<file path="config.mk">
export PLATFORM = sky130hd
export DESIGN_NAME = utc_to_local_date_converter
export DESIGN_NICKNAME = d
export VERILOG_FILES = /design/src/sv/utcld_pkg.sv /design/src/sv/utcld_roll.sv /design/src/sv/utc_to_local_date_converter.sv
export VERILOG_INCLUDE_DIRS = /design/src /design/src/sv
export SDC_FILE = /design/constraint.sdc
export NUM_CORES = 1
export LEC_CHECK = 0
export ABC_AREA = 1
export BUFFER_PORTS_ARGS = -buffer_cell sky130_fd_sc_hd__buf_4
export CAP_MARGIN = 10
export CORE_MARGIN = 2
export CORE_UTILIZATION = 48
export DETAILED_ROUTE_END_ITERATION = 12
export HOLD_SLACK_MARGIN = 0.15
export PLACE_DENSITY = 0.67
export SYNTH_ARGS = -nofsm -noshare
export SYNTH_HDL_FRONTEND = slang
export SYNTH_SLANG_ARGS = --single-unit
</file>
<file path="constraint.sdc">
create_clock -name clk -period 20.9 [get_ports clk]
set_input_delay 4.18 -clock clk [delete_from_list [all_inputs] [get_ports clk]]
set_output_delay 4.18 -clock clk [all_outputs]
set_load 0.05 [all_outputs]
</file>
<file path="src/sv/assert_macros.svh">
// Assertion macros shared by the converter RTL.
`ifndef ASSERT_MACROS_SVH
`define ASSERT_MACROS_SVH

// Property checked on every rising edge of clk, off while rst is high.
`define ASSERT_PROP(label, prop, msg) \
  label: assert property (@(posedge clk) disable iff (rst) (prop)) else $error(msg);

// Same-cycle implication, checked on every rising edge of clk.
`define ASSERT_IMP(label, ante, cons, msg) \
  label: assert property (@(posedge clk) disable iff (rst) (ante) |-> (cons)) else $error(msg);

`endif

</file>
<file path="src/sv/utcld_pkg.sv">
// Types, constants and helper functions for the UTC to local date converter.
package utcld_pkg;

  localparam int YEAR_W  = 14;
  localparam int MONTH_W = 4;
  localparam int DAY_W   = 5;
  localparam int HOUR_W  = 5;
  localparam int MIN_W   = 6;
  localparam int CODE_W  = 8;
  localparam int FLAG_W  = 3;

  localparam int IN_DATA_W  = 40;
  localparam int OUT_DATA_W = 56;

  localparam logic [CODE_W-1:0] OFFSET_BIAS     = 8'd48;
  localparam logic [CODE_W-1:0] OFFSET_CODE_MAX = 8'd104;
  localparam int               QUARTER_MIN     = 15;
  localparam int               MIN_PER_DAY     = 1440;
  localparam int               TOD_W           = 12;
  // Shifted minute count below LOW_LIMIT is the previous day, at or above HIGH_LIMIT the next
  localparam logic [TOD_W-1:0] LOW_LIMIT  = TOD_W'(48 * QUARTER_MIN);
  localparam logic [TOD_W-1:0] HIGH_LIMIT = TOD_W'(MIN_PER_DAY + 48 * QUARTER_MIN);

  localparam logic [MONTH_W-1:0] MONTH_JAN = 4'd1;
  localparam logic [MONTH_W-1:0] MONTH_FEB = 4'd2;
  localparam logic [MONTH_W-1:0] MONTH_DEC = 4'd12;

  localparam logic [DAY_W-1:0] MONTH_LEN [0:11] = '{
    5'd31, 5'd28, 5'd31, 5'd30, 5'd31, 5'd30,
    5'd31, 5'd31, 5'd30, 5'd31, 5'd30, 5'd31
  };

  // 25 * INV25 == 1 mod 2^14: y is a multiple of 25 iff y * INV25 (mod 2^14) <= DIV25_MAX
  localparam logic [YEAR_W-1:0] INV25     = 14'd7209;
  localparam logic [YEAR_W-1:0] DIV25_MAX = 14'd655;

  // floor(r / 100) == (r * RECIP100) >> RECIP100_SH for r below 10000
  localparam logic [YEAR_W-1:0] YEAR_10K    = 14'd10000;
  localparam logic [12:0]       RECIP100    = 13'd5243;
  localparam int                RECIP100_SH = 19;
  localparam int                PROD100_W   = 26;

  typedef struct packed {
    logic                 ok;
    logic [YEAR_W-1:0]    year;
    logic [MONTH_W-1:0]   month;
    logic [DAY_W-1:0]     day;
  } date_t;

  function automatic logic [DAY_W-1:0] month_days(input logic [MONTH_W-1:0] m,
                                                  input logic leap);
    logic [DAY_W-1:0] n;
    n = 5'd31;
    if (m >= MONTH_JAN && m <= MONTH_DEC) n = MONTH_LEN[m - MONTH_JAN];
    if (m == MONTH_FEB && leap) n = n + 5'd1;
    return n;
  endfunction

  // Two BCD digits of a value below 100; tens by reciprocal 205 / 2^11
  function automatic logic [7:0] bcd2(input logic [6:0] v);
    logic [14:0] prod;
    logic [3:0]  tens;
    logic [6:0]  rest;
    prod = 15'(v) * 15'd205;
    tens = prod[14:11];
    rest = v - 7'(tens) * 7'd10;
    return {tens, rest[3:0]};
  endfunction

endpackage

</file>
<file path="src/sv/utcld_roll.sv">
// Offset the UTC time of day and roll the Gregorian date by one day either way.
module utcld_roll
  import utcld_pkg::*;
(
  input  logic [FLAG_W-1:0]  flags,
  input  logic [YEAR_W-1:0]  year,
  input  logic [MONTH_W-1:0] month,
  input  logic [DAY_W-1:0]   day,
  input  logic [HOUR_W-1:0]  hour,
  input  logic [MIN_W-1:0]   minute,
  input  logic [CODE_W-1:0]  offset_code,
  output date_t              date
);

  logic [6:0]         code;
  logic [TOD_W-1:0]   tod;
  logic               dn, up;
  logic [5:0]         dpos;
  logic [5:0]         d_base;
  logic [YEAR_W-1:0]  lowprod;
  logic               div25, leap;
  logic [MONTH_W-1:0] month_prev, month_next;
  logic [DAY_W-1:0]   md_prev, md_cur;
  logic               valid;
  date_t              rolled;

  always_comb begin
    code = (offset_code > OFFSET_CODE_MAX) ? OFFSET_CODE_MAX[6:0] : offset_code[6:0];
    tod  = TOD_W'(hour) * TOD_W'(60) + TOD_W'(minute) + TOD_W'(code) * TOD_W'(QUARTER_MIN);
    dn   = tod < LOW_LIMIT;
    up   = tod >= HIGH_LIMIT;
    // day + 1 + shift, so the value stays unsigned
    dpos   = 6'(day) + 6'd1 + 6'(up) - 6'(dn);
    d_base = dpos - 6'd1;

    // leap: multiple of 4 but not 100, or multiple of 400 (16 and 25)
    lowprod = YEAR_W'(year * INV25);
    div25   = lowprod <= DIV25_MAX;
    leap    = ((year[1:0] == 2'd0) && !div25) || ((year[3:0] == 4'd0) && div25);

    month_prev = (month == MONTH_JAN) ? MONTH_DEC : month - 4'd1;
    month_next = (month == MONTH_DEC) ? MONTH_JAN : month + 4'd1;
    md_prev    = month_days(month_prev, leap);
    md_cur     = month_days(month, leap);

    rolled.ok = 1'b1;
    priority if (dpos < 6'd2) begin
      rolled.year  = (month == MONTH_JAN) ? year - 14'd1 : year;
      rolled.month = month_prev;
      rolled.day   = DAY_W'(dpos + 6'(md_prev) - 6'd1);
    end else if (d_base > 6'(md_cur)) begin
      rolled.year  = (month == MONTH_DEC) ? year + 14'd1 : year;
      rolled.month = month_next;
      rolled.day   = DAY_W'(d_base - 6'(md_cur));
    end else begin
      rolled.year  = year;
      rolled.month = month;
      rolled.day   = d_base[DAY_W-1:0];
    end

    valid = (&flags) && (month >= MONTH_JAN) && (month <= MONTH_DEC);
    date  = valid ? rolled : '0;
  end

endmodule

</file>
<file path="src/sv/utc_to_local_date_converter.sv">
// Top level of the UTC to local date converter: APB register, pipeline, output register.
//
// Use: one request on the s_ channel carries a UTC date and time plus three status
// flags in s_tuser. The block adds the quarter-hour UTC offset held in offset_code
// (APB, byte address 0, reset 48 = UTC, codes above 104 act as 104), rolls the date
// by -1, 0 or +1 day and returns one result request on the m_ channel: local date in
// binary and as BCD digits, date_valid in m_tuser. A clear flag or a month outside
// 1..12 gives date_valid low and all data zero.
// Path: an accepted request passes the input register, the date roll, the year split
// by hundreds and the BCD digits into the output register before m_tvalid rises.
// Throughput: one request per cycle while m_tready does not hold the output, set by
// the four-register pipeline; every stage has its own valid bit.
// Stalls: a stage advances when it is empty or the stage after it moves, so bubbles
// close up and new requests keep coming in while a finished result waits on m_tready.
// s_tready falls only once all four stages hold requests.
// Reset clears every valid bit and returns offset_code to 48. Write the register
// only while no request is in flight.
`include "assert_macros.svh"

module utc_to_local_date_converter
  import utcld_pkg::*;
(
  input  logic                  clk,
  input  logic                  rst,
  // input requests
  input  logic                  s_tvalid,
  output logic                  s_tready,
  // [13:0] utc_year, [17:14] utc_month, [22:18] utc_day, [27:23] utc_hour,
  // [33:28] utc_minute, [39:34] zero
  input  logic [IN_DATA_W-1:0]  s_tdata,
  // [0] clock_available, [1] clock_synced, [2] read_ok
  input  logic [FLAG_W-1:0]     s_tuser,
  // result requests
  output logic                  m_tvalid,
  input  logic                  m_tready,
  // [13:0] local_year, [17:14] local_month, [22:18] local_day, [27:23] month_bcd,
  // [33:28] day_bcd, [49:34] year_bcd, [55:50] zero
  output logic [OUT_DATA_W-1:0] m_tdata,
  // [0] date_valid
  output logic                  m_tuser,
  // APB register port
  input  logic                  psel,
  input  logic                  penable,
  input  logic                  pwrite,
  input  logic [2:0]            paddr,
  input  logic [31:0]           pwdata,
  output logic [31:0]           prdata,
  output logic                  pready
);

  localparam logic REG_OFFSET = 1'b0;  // word address of offset_code

  logic [CODE_W-1:0] offset_code;

  // pipeline stages
  logic                 p0_valid, p1_valid, p2_valid;
  logic                 p0_ready, p1_ready, p2_ready, out_ready;
  logic [FLAG_W-1:0]    p0_flags;
  logic [IN_DATA_W-1:0] p0_data;
  date_t                roll_date;
  date_t                p1_date, p2_date;
  logic [6:0]           p2_hi, p2_lo;

  logic [YEAR_W-1:0]    y_mod;
  logic [PROD100_W-1:0] prod100;
  logic [6:0]           hi, lo;
  logic [7:0]           month_bcd2, day_bcd2, hi_bcd, lo_bcd;

  // configuration register
  assign pready = 1'b1;
  assign prdata = (paddr[2] == REG_OFFSET) ? 32'(offset_code) : 32'd0;

  always_ff @(posedge clk) begin
    if (rst) begin
      offset_code <= OFFSET_BIAS;
    end else if (psel && penable && pwrite && pready && paddr[2] == REG_OFFSET) begin
      offset_code <= pwdata[CODE_W-1:0];
    end
  end

  // each stage takes a new request when empty or when its content moves on
  assign out_ready = !m_tvalid || m_tready;
  assign p2_ready  = !p2_valid || out_ready;
  assign p1_ready  = !p1_valid || p2_ready;
  assign p0_ready  = !p0_valid || p1_ready;
  assign s_tready  = p0_ready;

  // stage 0: input register
  always_ff @(posedge clk) begin
    if (rst) begin
      p0_valid <= 1'b0;
    end else if (p0_ready) begin
      p0_valid <= s_tvalid;
    end
  end

  always_ff @(posedge clk) begin
    if (p0_ready && s_tvalid) begin
      p0_flags <= s_tuser;
      p0_data  <= s_tdata;
    end
  end

  // stage 1: offset and date roll
  utcld_roll u_roll (
    .flags       (p0_flags),
    .year        (p0_data[13:0]),
    .month       (p0_data[17:14]),
    .day         (p0_data[22:18]),
    .hour        (p0_data[27:23]),
    .minute      (p0_data[33:28]),
    .offset_code (offset_code),
    .date        (roll_date)
  );

  always_ff @(posedge clk) begin
    if (rst) begin
      p1_valid <= 1'b0;
    end else if (p1_ready) begin
      p1_valid <= p0_valid;
    end
  end

  always_ff @(posedge clk) begin
    if (p1_ready && p0_valid) p1_date <= roll_date;
  end

  // stage 2: low four decimal digits of the year, split into hundreds and rest
  always_comb begin
    y_mod   = (p1_date.year >= YEAR_10K) ? p1_date.year - YEAR_10K : p1_date.year;
    prod100 = PROD100_W'(y_mod) * PROD100_W'(RECIP100);
    hi      = prod100[PROD100_W-1:RECIP100_SH];
    lo      = 7'(y_mod - YEAR_W'(hi) * 14'd100);
  end

  always_ff @(posedge clk) begin
    if (rst) begin
      p2_valid <= 1'b0;
    end else if (p2_ready) begin
      p2_valid <= p1_valid;
    end
  end

  always_ff @(posedge clk) begin
    if (p2_ready && p1_valid) begin
      p2_date <= p1_date;
      p2_hi   <= hi;
      p2_lo   <= lo;
    end
  end

  // stage 3: BCD digits into the output register
  always_comb begin
    month_bcd2 = bcd2(7'(p2_date.month));
    day_bcd2   = bcd2(7'(p2_date.day));
    hi_bcd     = bcd2(p2_hi);
    lo_bcd     = bcd2(p2_lo);
  end

  always_ff @(posedge clk) begin
    if (rst) begin
      m_tvalid <= 1'b0;
    end else if (out_ready) begin
      m_tvalid <= p2_valid;
    end
  end

  always_ff @(posedge clk) begin
    if (out_ready && p2_valid) begin
      m_tuser <= p2_date.ok;
      m_tdata <= {6'd0, hi_bcd, lo_bcd, day_bcd2[5:0], month_bcd2[4:0],
                  p2_date.day, p2_date.month, p2_date.year};
    end
  end

  // checks
  `ASSERT_IMP(a_month_range, m_tvalid && m_tuser,
              m_tdata[17:14] >= MONTH_JAN && m_tdata[17:14] <= MONTH_DEC,
              "valid result with month outside 1..12")
  `ASSERT_IMP(a_day_range, m_tvalid && m_tuser, m_tdata[22:18] != 5'd0,
              "valid result with day zero")
  `ASSERT_IMP(a_invalid_zero, m_tvalid && !m_tuser, m_tdata == '0,
              "invalid result carries non-zero data")
  `ASSERT_IMP(a_month_tens, m_tvalid, (m_tdata[17:14] >= 4'd10) == m_tdata[27],
              "month BCD tens digit disagrees with binary month")
  `ASSERT_PROP(a_stage2_hold, p2_valid && !out_ready |=> p2_valid && $stable(p2_date),
               "stage 2 request lost or changed while stalled")

endmodule
</file>
==> flow_results.xml, run 1 <==
<?xml version="1.0" encoding="UTF-8"?>
<metrics>
  <group name="timing">
    <metric name="timing_hold_violations_final" unit="">0</metric>
    <metric name="worst_slew_pin_slew" unit="ns">1.053</metric>
    <metric name="hold-worst-slack" unit="ns">0.4154</metric>
    <metric name="max_transition_margin" unit="%">29.62</metric>
    <metric name="final_min_period_over_clock_period" unit="%">45.98</metric>
    <metric name="fmax" unit="GHz">0.1041</metric>
    <metric name="final.min_clock_period" unit="ns">9.610</metric>
    <metric name="report.final.slew_viol_count" unit="">0</metric>
    <metric name="setup_viol" unit="">0</metric>
    <metric name="fin_skew" unit="ns">0.01033</metric>
    <metric name="unrepaired_setup_endpoints_after_global_routing" unit="">no</metric>
    <metric name="setup_total_negative_slack" unit="ns">0</metric>
  </group>
  <group name="routing">
    <metric name="ant_nets" unit="">0</metric>
    <metric name="dr.first_iter.drc_count" unit="">581</metric>
    <metric name="first_pass_iters" unit="">5</metric>
    <metric name="routed_wl" unit="µm">32810</metric>
    <metric name="drt_drc_violations_left" unit="">0</metric>
    <metric name="routedWlPerCell" unit="µm">13.44</metric>
    <metric name="route.vias.total" unit="">11940</metric>
    <metric name="post_drt_via_cell_ratio" unit="">4.891</metric>
  </group>
  <group name="synth">
    <metric name="postSynthAreaPerCell" unit="µm²">9.250</metric>
    <metric name="ys.warnings.count" unit="">0</metric>
    <metric name="syn-instance-count" unit="">1851</metric>
    <metric name="synth_cell_types" unit="">54</metric>
    <metric name="synth_area" unit="mm²">0.01712</metric>
    <metric name="yosys_register_bits" unit="">157</metric>
    <metric name="yosysSeqAreaShare" unit="%">26.83</metric>
  </group>
  <group name="finish">
    <metric name="mostFrequentLayoutCell" unit="">sky130_fd_sc_hd__inv_1</metric>
    <metric name="n_antenna_cell" unit="">0</metric>
    <metric name="finish.instance_area" unit="mm²">0.01897</metric>
    <metric name="most-common-layout-cells" unit="">sky130_fd_sc_hd__inv_1 (415), sky130_fd_sc_hd__ha_1 (318), sky130_fd_sc_hd__nand2_1 (273)</metric>
    <metric name="multiInputGateArea" unit="mm²">0.01072</metric>
    <metric name="fill_cells" unit="">3166</metric>
    <metric name="area_delta_synth_final" unit="%">10.79</metric>
    <metric name="finalNetCount" unit="">2493</metric>
    <metric name="area.sequential" unit="mm²">0.004594</metric>
    <metric name="final_layout_size_suffix_gt1_share" unit="%">10.66</metric>
  </group>
  <group name="run_status">
    <metric name="outcome" unit="">completed</metric>
  </group>
  <group name="floorplanning">
    <metric name="ioPinCount" unit="">177</metric>
    <metric name="core_region_area" unit="mm²">0.03531</metric>
    <metric name="core.rowCount" unit="">69</metric>
    <metric name="die-height" unit="µm">192.9</metric>
    <metric name="floorplan.die.width" unit="µm">192.9</metric>
    <metric name="initial_core_util" unit="%">48.49</metric>
    <metric name="design.die.area" unit="mm²">0.03720</metric>
  </group>
  <group name="critical_path">
    <metric name="cp_data_arrival_time" unit="ns">5.43</metric>
    <metric name="worst_setup_path_end_kind" unit="">primary output</metric>
    <metric name="critPathRequiredTime" unit="ns">16.72</metric>
    <metric name="start_kind" unit="">input port</metric>
    <metric name="r2r_slack" unit="ns">11.86</metric>
    <metric name="critPathMaxFanout" unit="">3</metric>
    <metric name="timing_worst_setup_path_type" unit="">input port to primary output</metric>
  </group>
  <group name="job">
    <metric name="maxCapViolCount" unit="">0</metric>
  </group>
  <group name="global_route">
    <metric name="grt_max_degree" unit="">49</metric>
    <metric name="grt_pass1_wl" unit="µm">55750</metric>
    <metric name="grt_util_met1" unit="%">26.73</metric>
    <metric name="total_global_routing_track_utilization" unit="%">18.80</metric>
    <metric name="groute.layer.met3.usage" unit="%">2.600</metric>
    <metric name="antenna_found_initial" unit="">0</metric>
    <metric name="groute.layer.met2.usage" unit="%">30.41</metric>
    <metric name="grt-ovfl-total" unit="">0</metric>
    <metric name="grt.busiest_layer" unit="">met2</metric>
    <metric name="number_of_global_route_vias_before_repair" unit="">11710</metric>
  </group>
  <group name="hold_path">
    <metric name="hold_class" unit="">flip-flop to flip-flop</metric>
  </group>
  <group name="clock_tree">
    <metric name="cts.root.buffer_cell" unit="">sky130_fd_sc_hd__clkbuf_16</metric>
    <metric name="clock-sinks" unit="">157</metric>
    <metric name="cts_tree" unit="">done</metric>
    <metric name="cts.clk_slew.worst_paths" unit="ns">0.07</metric>
    <metric name="clk_latency" unit="ns">0.44</metric>
    <metric name="post_cts_resized" unit="">0</metric>
    <metric name="cts.htree.levels" unit="">4</metric>
    <metric name="numCtsBuffers" unit="">17</metric>
    <metric name="post_cts.repair.setup_buffers" unit="">0</metric>
    <metric name="cts.path.max_buffers" unit="">2</metric>
    <metric name="cts_hold_repair.buffers" unit="">0</metric>
  </group>
  <group name="place">
    <metric name="placed_cell_area" unit="mm²">0.01835</metric>
    <metric name="port_buffers" unit="">113</metric>
    <metric name="place_hpwl" unit="µm">27380</metric>
    <metric name="routabilityCongestion" unit="">0.9154</metric>
  </group>
</metrics>
==> kinds of logic (layout without fill, tap and decap cells) <==
kind of cell    count (synthesis)  after routing  synth area share [%]
compound gates                205            205                 7.315
xor+xnor                       90             90                 4.692
fa+ha+maj                     441            441                 37.62
buf+inv                       471            571                 11.27
flops                         157            157                 26.83
mux                             1              1               0.05846
other cells                     2             31               0.04386
simple gates                  484            484                 12.17
==> per-layer routing <==
layer | vias to the layer above | wire length (µm) | share of wire, %
met5 | - | 0 | 0
met4 | 0 | 410 | 1.2
met3 | 26 | 1404 | 4.3
met2 | 245 | 15120 | 46
met1 | 5518 | 15870 | 48
li1 | 6151 | - | -
==> per-stage QoR <==
step / cells / setup WS (ns) / utilization (%)
2_1_floorplan: 1880 / 11.69 / -
3_3_place_gp: 2409 / 11.31 / 51.97
3_5_place_dp: 2409 / 11.28 / 51.97
4_1_cts: 2441 / 11.27 / 53.72
5_1_grt: 2441 / 11.17 / 53.72
6_report: 2441 / 11.29 / 53.72
==> worst max-delay path: stages <==
cell and delay, ns:
sky130_fd_sc_hd__buf_4 0.11, sky130_fd_sc_hd__nor2_1 0.23, sky130_fd_sc_hd__inv_1 0.09, sky130_fd_sc_hd__nor2_1 0.10, sky130_fd_sc_hd__inv_1 0.07, sky130_fd_sc_hd__nor2_1 0.08
sky130_fd_sc_hd__inv_1 0.07, sky130_fd_sc_hd__nor2_1 0.21, sky130_fd_sc_hd__inv_1 0.09, sky130_fd_sc_hd__buf_4 0.20
==> cell usage after synthesis, drive strengths merged <==
library cell / number / area (µm²)
inv: 422 / 1584
ha: 318 / 3979
nand2: 281 / 1075
edfxtp: 145 / 4354
fa: 123 / 2462
nor2: 92 / 362.8
a21oi: 83 / 449.2
o21ai: 77 / 441.7
xor2: 58 / 523.0
nand3: 52 / 282.8
buf: 41 / 311.5
xnor2: 32 / 280.3
nand4: 24 / 156.4
nor3: 17 / 85.08
dfxtp: 12 / 240.2
o211ai: 12 / 105.1
or2: 8 / 50.05
clkbuf: 7 / 30.03
nand3b: 7 / 52.55
o21bai: 6 / 45.04
a21o: 5 / 37.54
a31oi: 4 / 25.02
o21a: 4 / 30.03
a211oi: 3 / 22.52
o31ai: 3 / 27.52
and3: 2 / 12.51
conb: 2 / 7.510
a2bb2oi: 1 / 8.760
a31o: 1 / 8.760
a41oi: 1 / 8.760
clkinv: 1 / 3.750
mux2i: 1 / 10.01
nor4: 1 / 6.260
o2111ai: 1 / 8.760
o211a: 1 / 10.01
o22ai: 1 / 6.260
o311ai: 1 / 8.760
o32ai: 1 / 8.760
==> final timing paths <==
path,startpoint,to,depth (start not counted)
hold reg to reg,p2_date[16]$_DFFE_PP_,m_tdata[7]$_DFFE_PP_,0
setup reg to reg,p0_data[23]$_DFFE_PP_,p1_date[8]$_SDFFCE_PN0P_,38
hold / removal,p2_date[16]$_DFFE_PP_,m_tdata[7]$_DFFE_PP_,0
setup / recovery,m_tready,s_tready,10
==> area by class of cell <==
| class | instances | share of cell area, % |
|---|---|---|
| multi-input combinational | 1252 | 56.52 |
| sequential | 157 | 24.22 |
| inverter | 423 | 8.370 |
| timing repair buffer | 116 | 4.591 |
| tap | 461 | 3.041 |
| clock buffer | 17 | 2.243 |
| clock inverter | 15 | 1.016 |
==> state kept, by name, indices dropped and copies added (netlist names) <==
register     flops
m_tdata         47
p0_valid         1
m_tvalid         1
p0_data         34
p2_hi            7
p1_date         24
p2_valid         1
p2_lo            5
p0_flags         3
p1_valid         1
offset_code      8
p2_date         24
m_tuser          1
Power of run 1 is not shown: default switching activity piles up to over one toggle a cycle in this logic, so the estimate is an artifact.
==> inputs of run 2 (changes only) <==
- PLACE_DENSITY: 0.67 -> 0.7
- clock period: 20.9 -> 8.8 ns (I/O delays scaled with it)
==> run 2 against run 1 <==
Core utilization increased by 0.34 points; sequential share of layout area decreased by 0.15 points; global-route usage increased by 0.14 points; first-iteration DRC count increased by 0.86%; clock skew increased by 0.0015 ns; non-clock buffer count increased by 9; die area unchanged; critical path depth increased by 26; cell count increased by 0.41%; design area increased by 0.64%; clock-buffer cell count unchanged.
==> flow_results.xml, run 2 (synthesis results as in run 1) <==
<?xml version="1.0" encoding="UTF-8"?>
<metrics>
  <group name="floorplanning">
    <metric name="die-height" unit="µm">192.9</metric>
    <metric name="core.rowCount" unit="">69</metric>
    <metric name="core_region_area" unit="mm²">0.03531</metric>
    <metric name="design.die.area" unit="mm²">0.03720</metric>
    <metric name="initial_core_util" unit="%">48.49</metric>
    <metric name="ioPinCount" unit="">177</metric>
    <metric name="floorplan.die.width" unit="µm">192.9</metric>
  </group>
  <group name="global_route">
    <metric name="total_global_routing_track_utilization" unit="%">18.94</metric>
    <metric name="grt_max_degree" unit="">49</metric>
    <metric name="number_of_global_route_vias_before_repair" unit="">12180</metric>
    <metric name="grt_pass1_wl" unit="µm">56440</metric>
    <metric name="grt-ovfl-total" unit="">0</metric>
    <metric name="antenna_found_initial" unit="">0</metric>
  </group>
  <group name="timing">
    <metric name="report.final.slew_viol_count" unit="">0</metric>
    <metric name="final.min_clock_period" unit="ns">8.202</metric>
    <metric name="setup_total_negative_slack" unit="ns">0</metric>
    <metric name="max_transition_margin" unit="%">31.79</metric>
    <metric name="final_min_period_over_clock_period" unit="%">93.20</metric>
    <metric name="unrepaired_setup_endpoints_after_global_routing" unit="">no</metric>
    <metric name="setup_viol" unit="">0</metric>
    <metric name="fmax" unit="GHz">0.1219</metric>
    <metric name="timing_hold_violations_final" unit="">0</metric>
    <metric name="fin_skew" unit="ns">0.01179</metric>
    <metric name="worst_slew_pin_slew" unit="ns">1.021</metric>
  </group>
  <group name="critical_path">
    <metric name="critPathRequiredTime" unit="ns">8.94</metric>
    <metric name="cpMaxStageDelayCell" unit="">sky130_fd_sc_hd__fa_1</metric>
    <metric name="crit_path_start" unit="">p0_data[23]$_DFFE_PP_</metric>
    <metric name="timing.reg2reg.worst_path_depth" unit="">36</metric>
    <metric name="timing_worst_setup_path_type" unit="">flip-flop to flip-flop</metric>
    <metric name="r2r_slack" unit="ns">0.60</metric>
    <metric name="worst_setup_path_endpoint" unit="">p1_date[12]$_SDFFCE_PN0P_</metric>
    <metric name="start_kind" unit="">flip-flop</metric>
    <metric name="timing.rr.end" unit="">p1_date[12]$_SDFFCE_PN0P_</metric>
    <metric name="max_stage_delay" unit="ns">0.53</metric>
    <metric name="reg2reg_from" unit="">p0_data[23]$_DFFE_PP_</metric>
    <metric name="worst_setup_path_end_kind" unit="">flip-flop</metric>
    <metric name="critPathMaxFanout" unit="">23</metric>
    <metric name="cp_data_arrival_time" unit="ns">8.34</metric>
  </group>
  <group name="finish">
    <metric name="register_bank_with_the_most_flops" unit="">m_tdata</metric>
    <metric name="n_antenna_cell" unit="">0</metric>
    <metric name="top_regs" unit="">m_tdata: 47 flops, p0_data: 34 flops</metric>
    <metric name="largest_reg_flops" unit="">47</metric>
    <metric name="finalNetCount" unit="">2503</metric>
    <metric name="mostFrequentLayoutCell" unit="">sky130_fd_sc_hd__inv_1</metric>
    <metric name="final_layout_size_suffix_gt1_share" unit="%">11.31</metric>
    <metric name="area_delta_synth_final" unit="%">11.50</metric>
    <metric name="most-common-layout-cells" unit="">sky130_fd_sc_hd__inv_1 (415), sky130_fd_sc_hd__ha_1 (317), sky130_fd_sc_hd__nand2_1 (274)</metric>
  </group>
  <group name="clock_tree">
    <metric name="cts.clk_slew.worst_paths" unit="ns">0.07</metric>
    <metric name="clk_latency" unit="ns">0.45</metric>
    <metric name="cts.htree.levels" unit="">4</metric>
    <metric name="cts.root.buffer_cell" unit="">sky130_fd_sc_hd__clkbuf_16</metric>
    <metric name="cts_hold_repair.buffers" unit="">0</metric>
    <metric name="cts.path.max_buffers" unit="">2</metric>
    <metric name="cts_tree" unit="">done</metric>
    <metric name="clock-sinks" unit="">157</metric>
    <metric name="numCtsBuffers" unit="">17</metric>
  </group>
  <group name="routing">
    <metric name="drt_drc_violations_left" unit="">0</metric>
    <metric name="routed_wl" unit="µm">33050</metric>
    <metric name="first_pass_iters" unit="">5</metric>
    <metric name="ant_nets" unit="">0</metric>
    <metric name="routedWlPerCell" unit="µm">13.49</metric>
    <metric name="route.vias.total" unit="">12110</metric>
    <metric name="dr.first_iter.drc_count" unit="">586</metric>
    <metric name="post_drt_via_cell_ratio" unit="">4.941</metric>
  </group>
  <group name="job">
    <metric name="maxCapViolCount" unit="">0</metric>
  </group>
  <group name="place">
    <metric name="place_hpwl" unit="µm">27700</metric>
    <metric name="port_buffers" unit="">113</metric>
    <metric name="routabilityCongestion" unit="">0.8752</metric>
  </group>
  <group name="hold_path">
    <metric name="hold_class" unit="">flip-flop to flip-flop</metric>
  </group>
  <group name="run_status">
    <metric name="outcome" unit="">completed</metric>
  </group>
</metrics>
[run 2: cell types whose count changed in the layout (fill, tap and decap cells not counted), moves of 2 or more]
cell	previous run	this run
sky130_fd_sc_hd__buf_4	116	124
sky130_fd_sc_hd__inv_8	4	2
sky130_fd_sc_hd__clkinvlp_4	1	4
sky130_fd_sc_hd__bufinv_16	0	3
sky130_fd_sc_hd__clkinv_2	0	2
sky130_fd_sc_hd__clkinv_8	6	0
[run 2: worst max-delay path, delay by kind of cell (launching register included)]
kind	cells	cell delay, ns
AND/OR/NAND/NOR	7	0.72
adder cells (fa/ha/maj)	11	4.53
buffers and inverters	8	0.63
flip-flops	1	0.42
AO/OA/AOI/OAI	9	1.40
XOR/XNOR	1	0.19
[run 2: layout make-up]
cell class,count,area (µm²)
Clock buffer,17,425.4
Inverter,423,1588
Sequential cell,157,4594
Fill cell,3113,16220
Clock inverter,15,187.7
Multi-Input combinational cell,1253,10770
Tap cell,461,576.8
Timing Repair Buffer,125,945.9
[run 2: metal layers]
metal	GRT usage [%]	share of wire, %	vias up
li1	-	-	6150
met1	24.34	45	5706
met2	33.73	51	218
met3	2.782	3.5	36
met4	3.964	1.1	0
met5	0	0	-
[run 2: metrics by stage]
stage / cells / utilization [%] / area (µm²) / hold WS [ns] / worst slack, ns
floorplan: 1880 / - / 17230 / 0.4003 / 1.053
global placement: 2415 / 52.10 / 18400 / 0.4036 / 0.3395
detailed placement: 2415 / 52.10 / 18400 / 0.4045 / 0.2470
CTS: 2447 / 53.84 / 19010 / 0.4202 / 0.1969
global route: 2451 / 54.07 / 19090 / 0.4246 / 0.02825
finish: 2451 / 54.07 / 19090 / 0.4175 / 0.5982
[run 2: worst min-delay path by stage]
stage	from	end	slack [ns]	cells past startpoint
global route	p2_date[13]$_DFFE_PP_	m_tdata[4]$_DFFE_PP_	0.42	0
finish	p1_date[8]$_SDFFCE_PN0P_	p2_date[8]$_DFFE_PP_	0.42	0
floorplan	p2_date[19]$_DFFE_PP_	m_tdata[10]$_DFFE_PP_	0.40	0
global placement	p2_date[12]$_DFFE_PP_	m_tdata[3]$_DFFE_PP_	0.40	0
CTS	p1_date[8]$_SDFFCE_PN0P_	p2_date[8]$_DFFE_PP_	0.42	0
detailed placement	p2_date[18]$_DFFE_PP_	m_tdata[9]$_DFFE_PP_	0.40	0
[run 2: repair_timing]
| item | CTS | global route |
|---|---|---|
| endpoints found under the hold margin | 0 | 0 |
| gates resized for setup | 0 | 10 |
| setup buffers | 0 | 3 |
| endpoints found under the setup margin | 0 | 23 |
Power of run 2 is left out for the same reason.
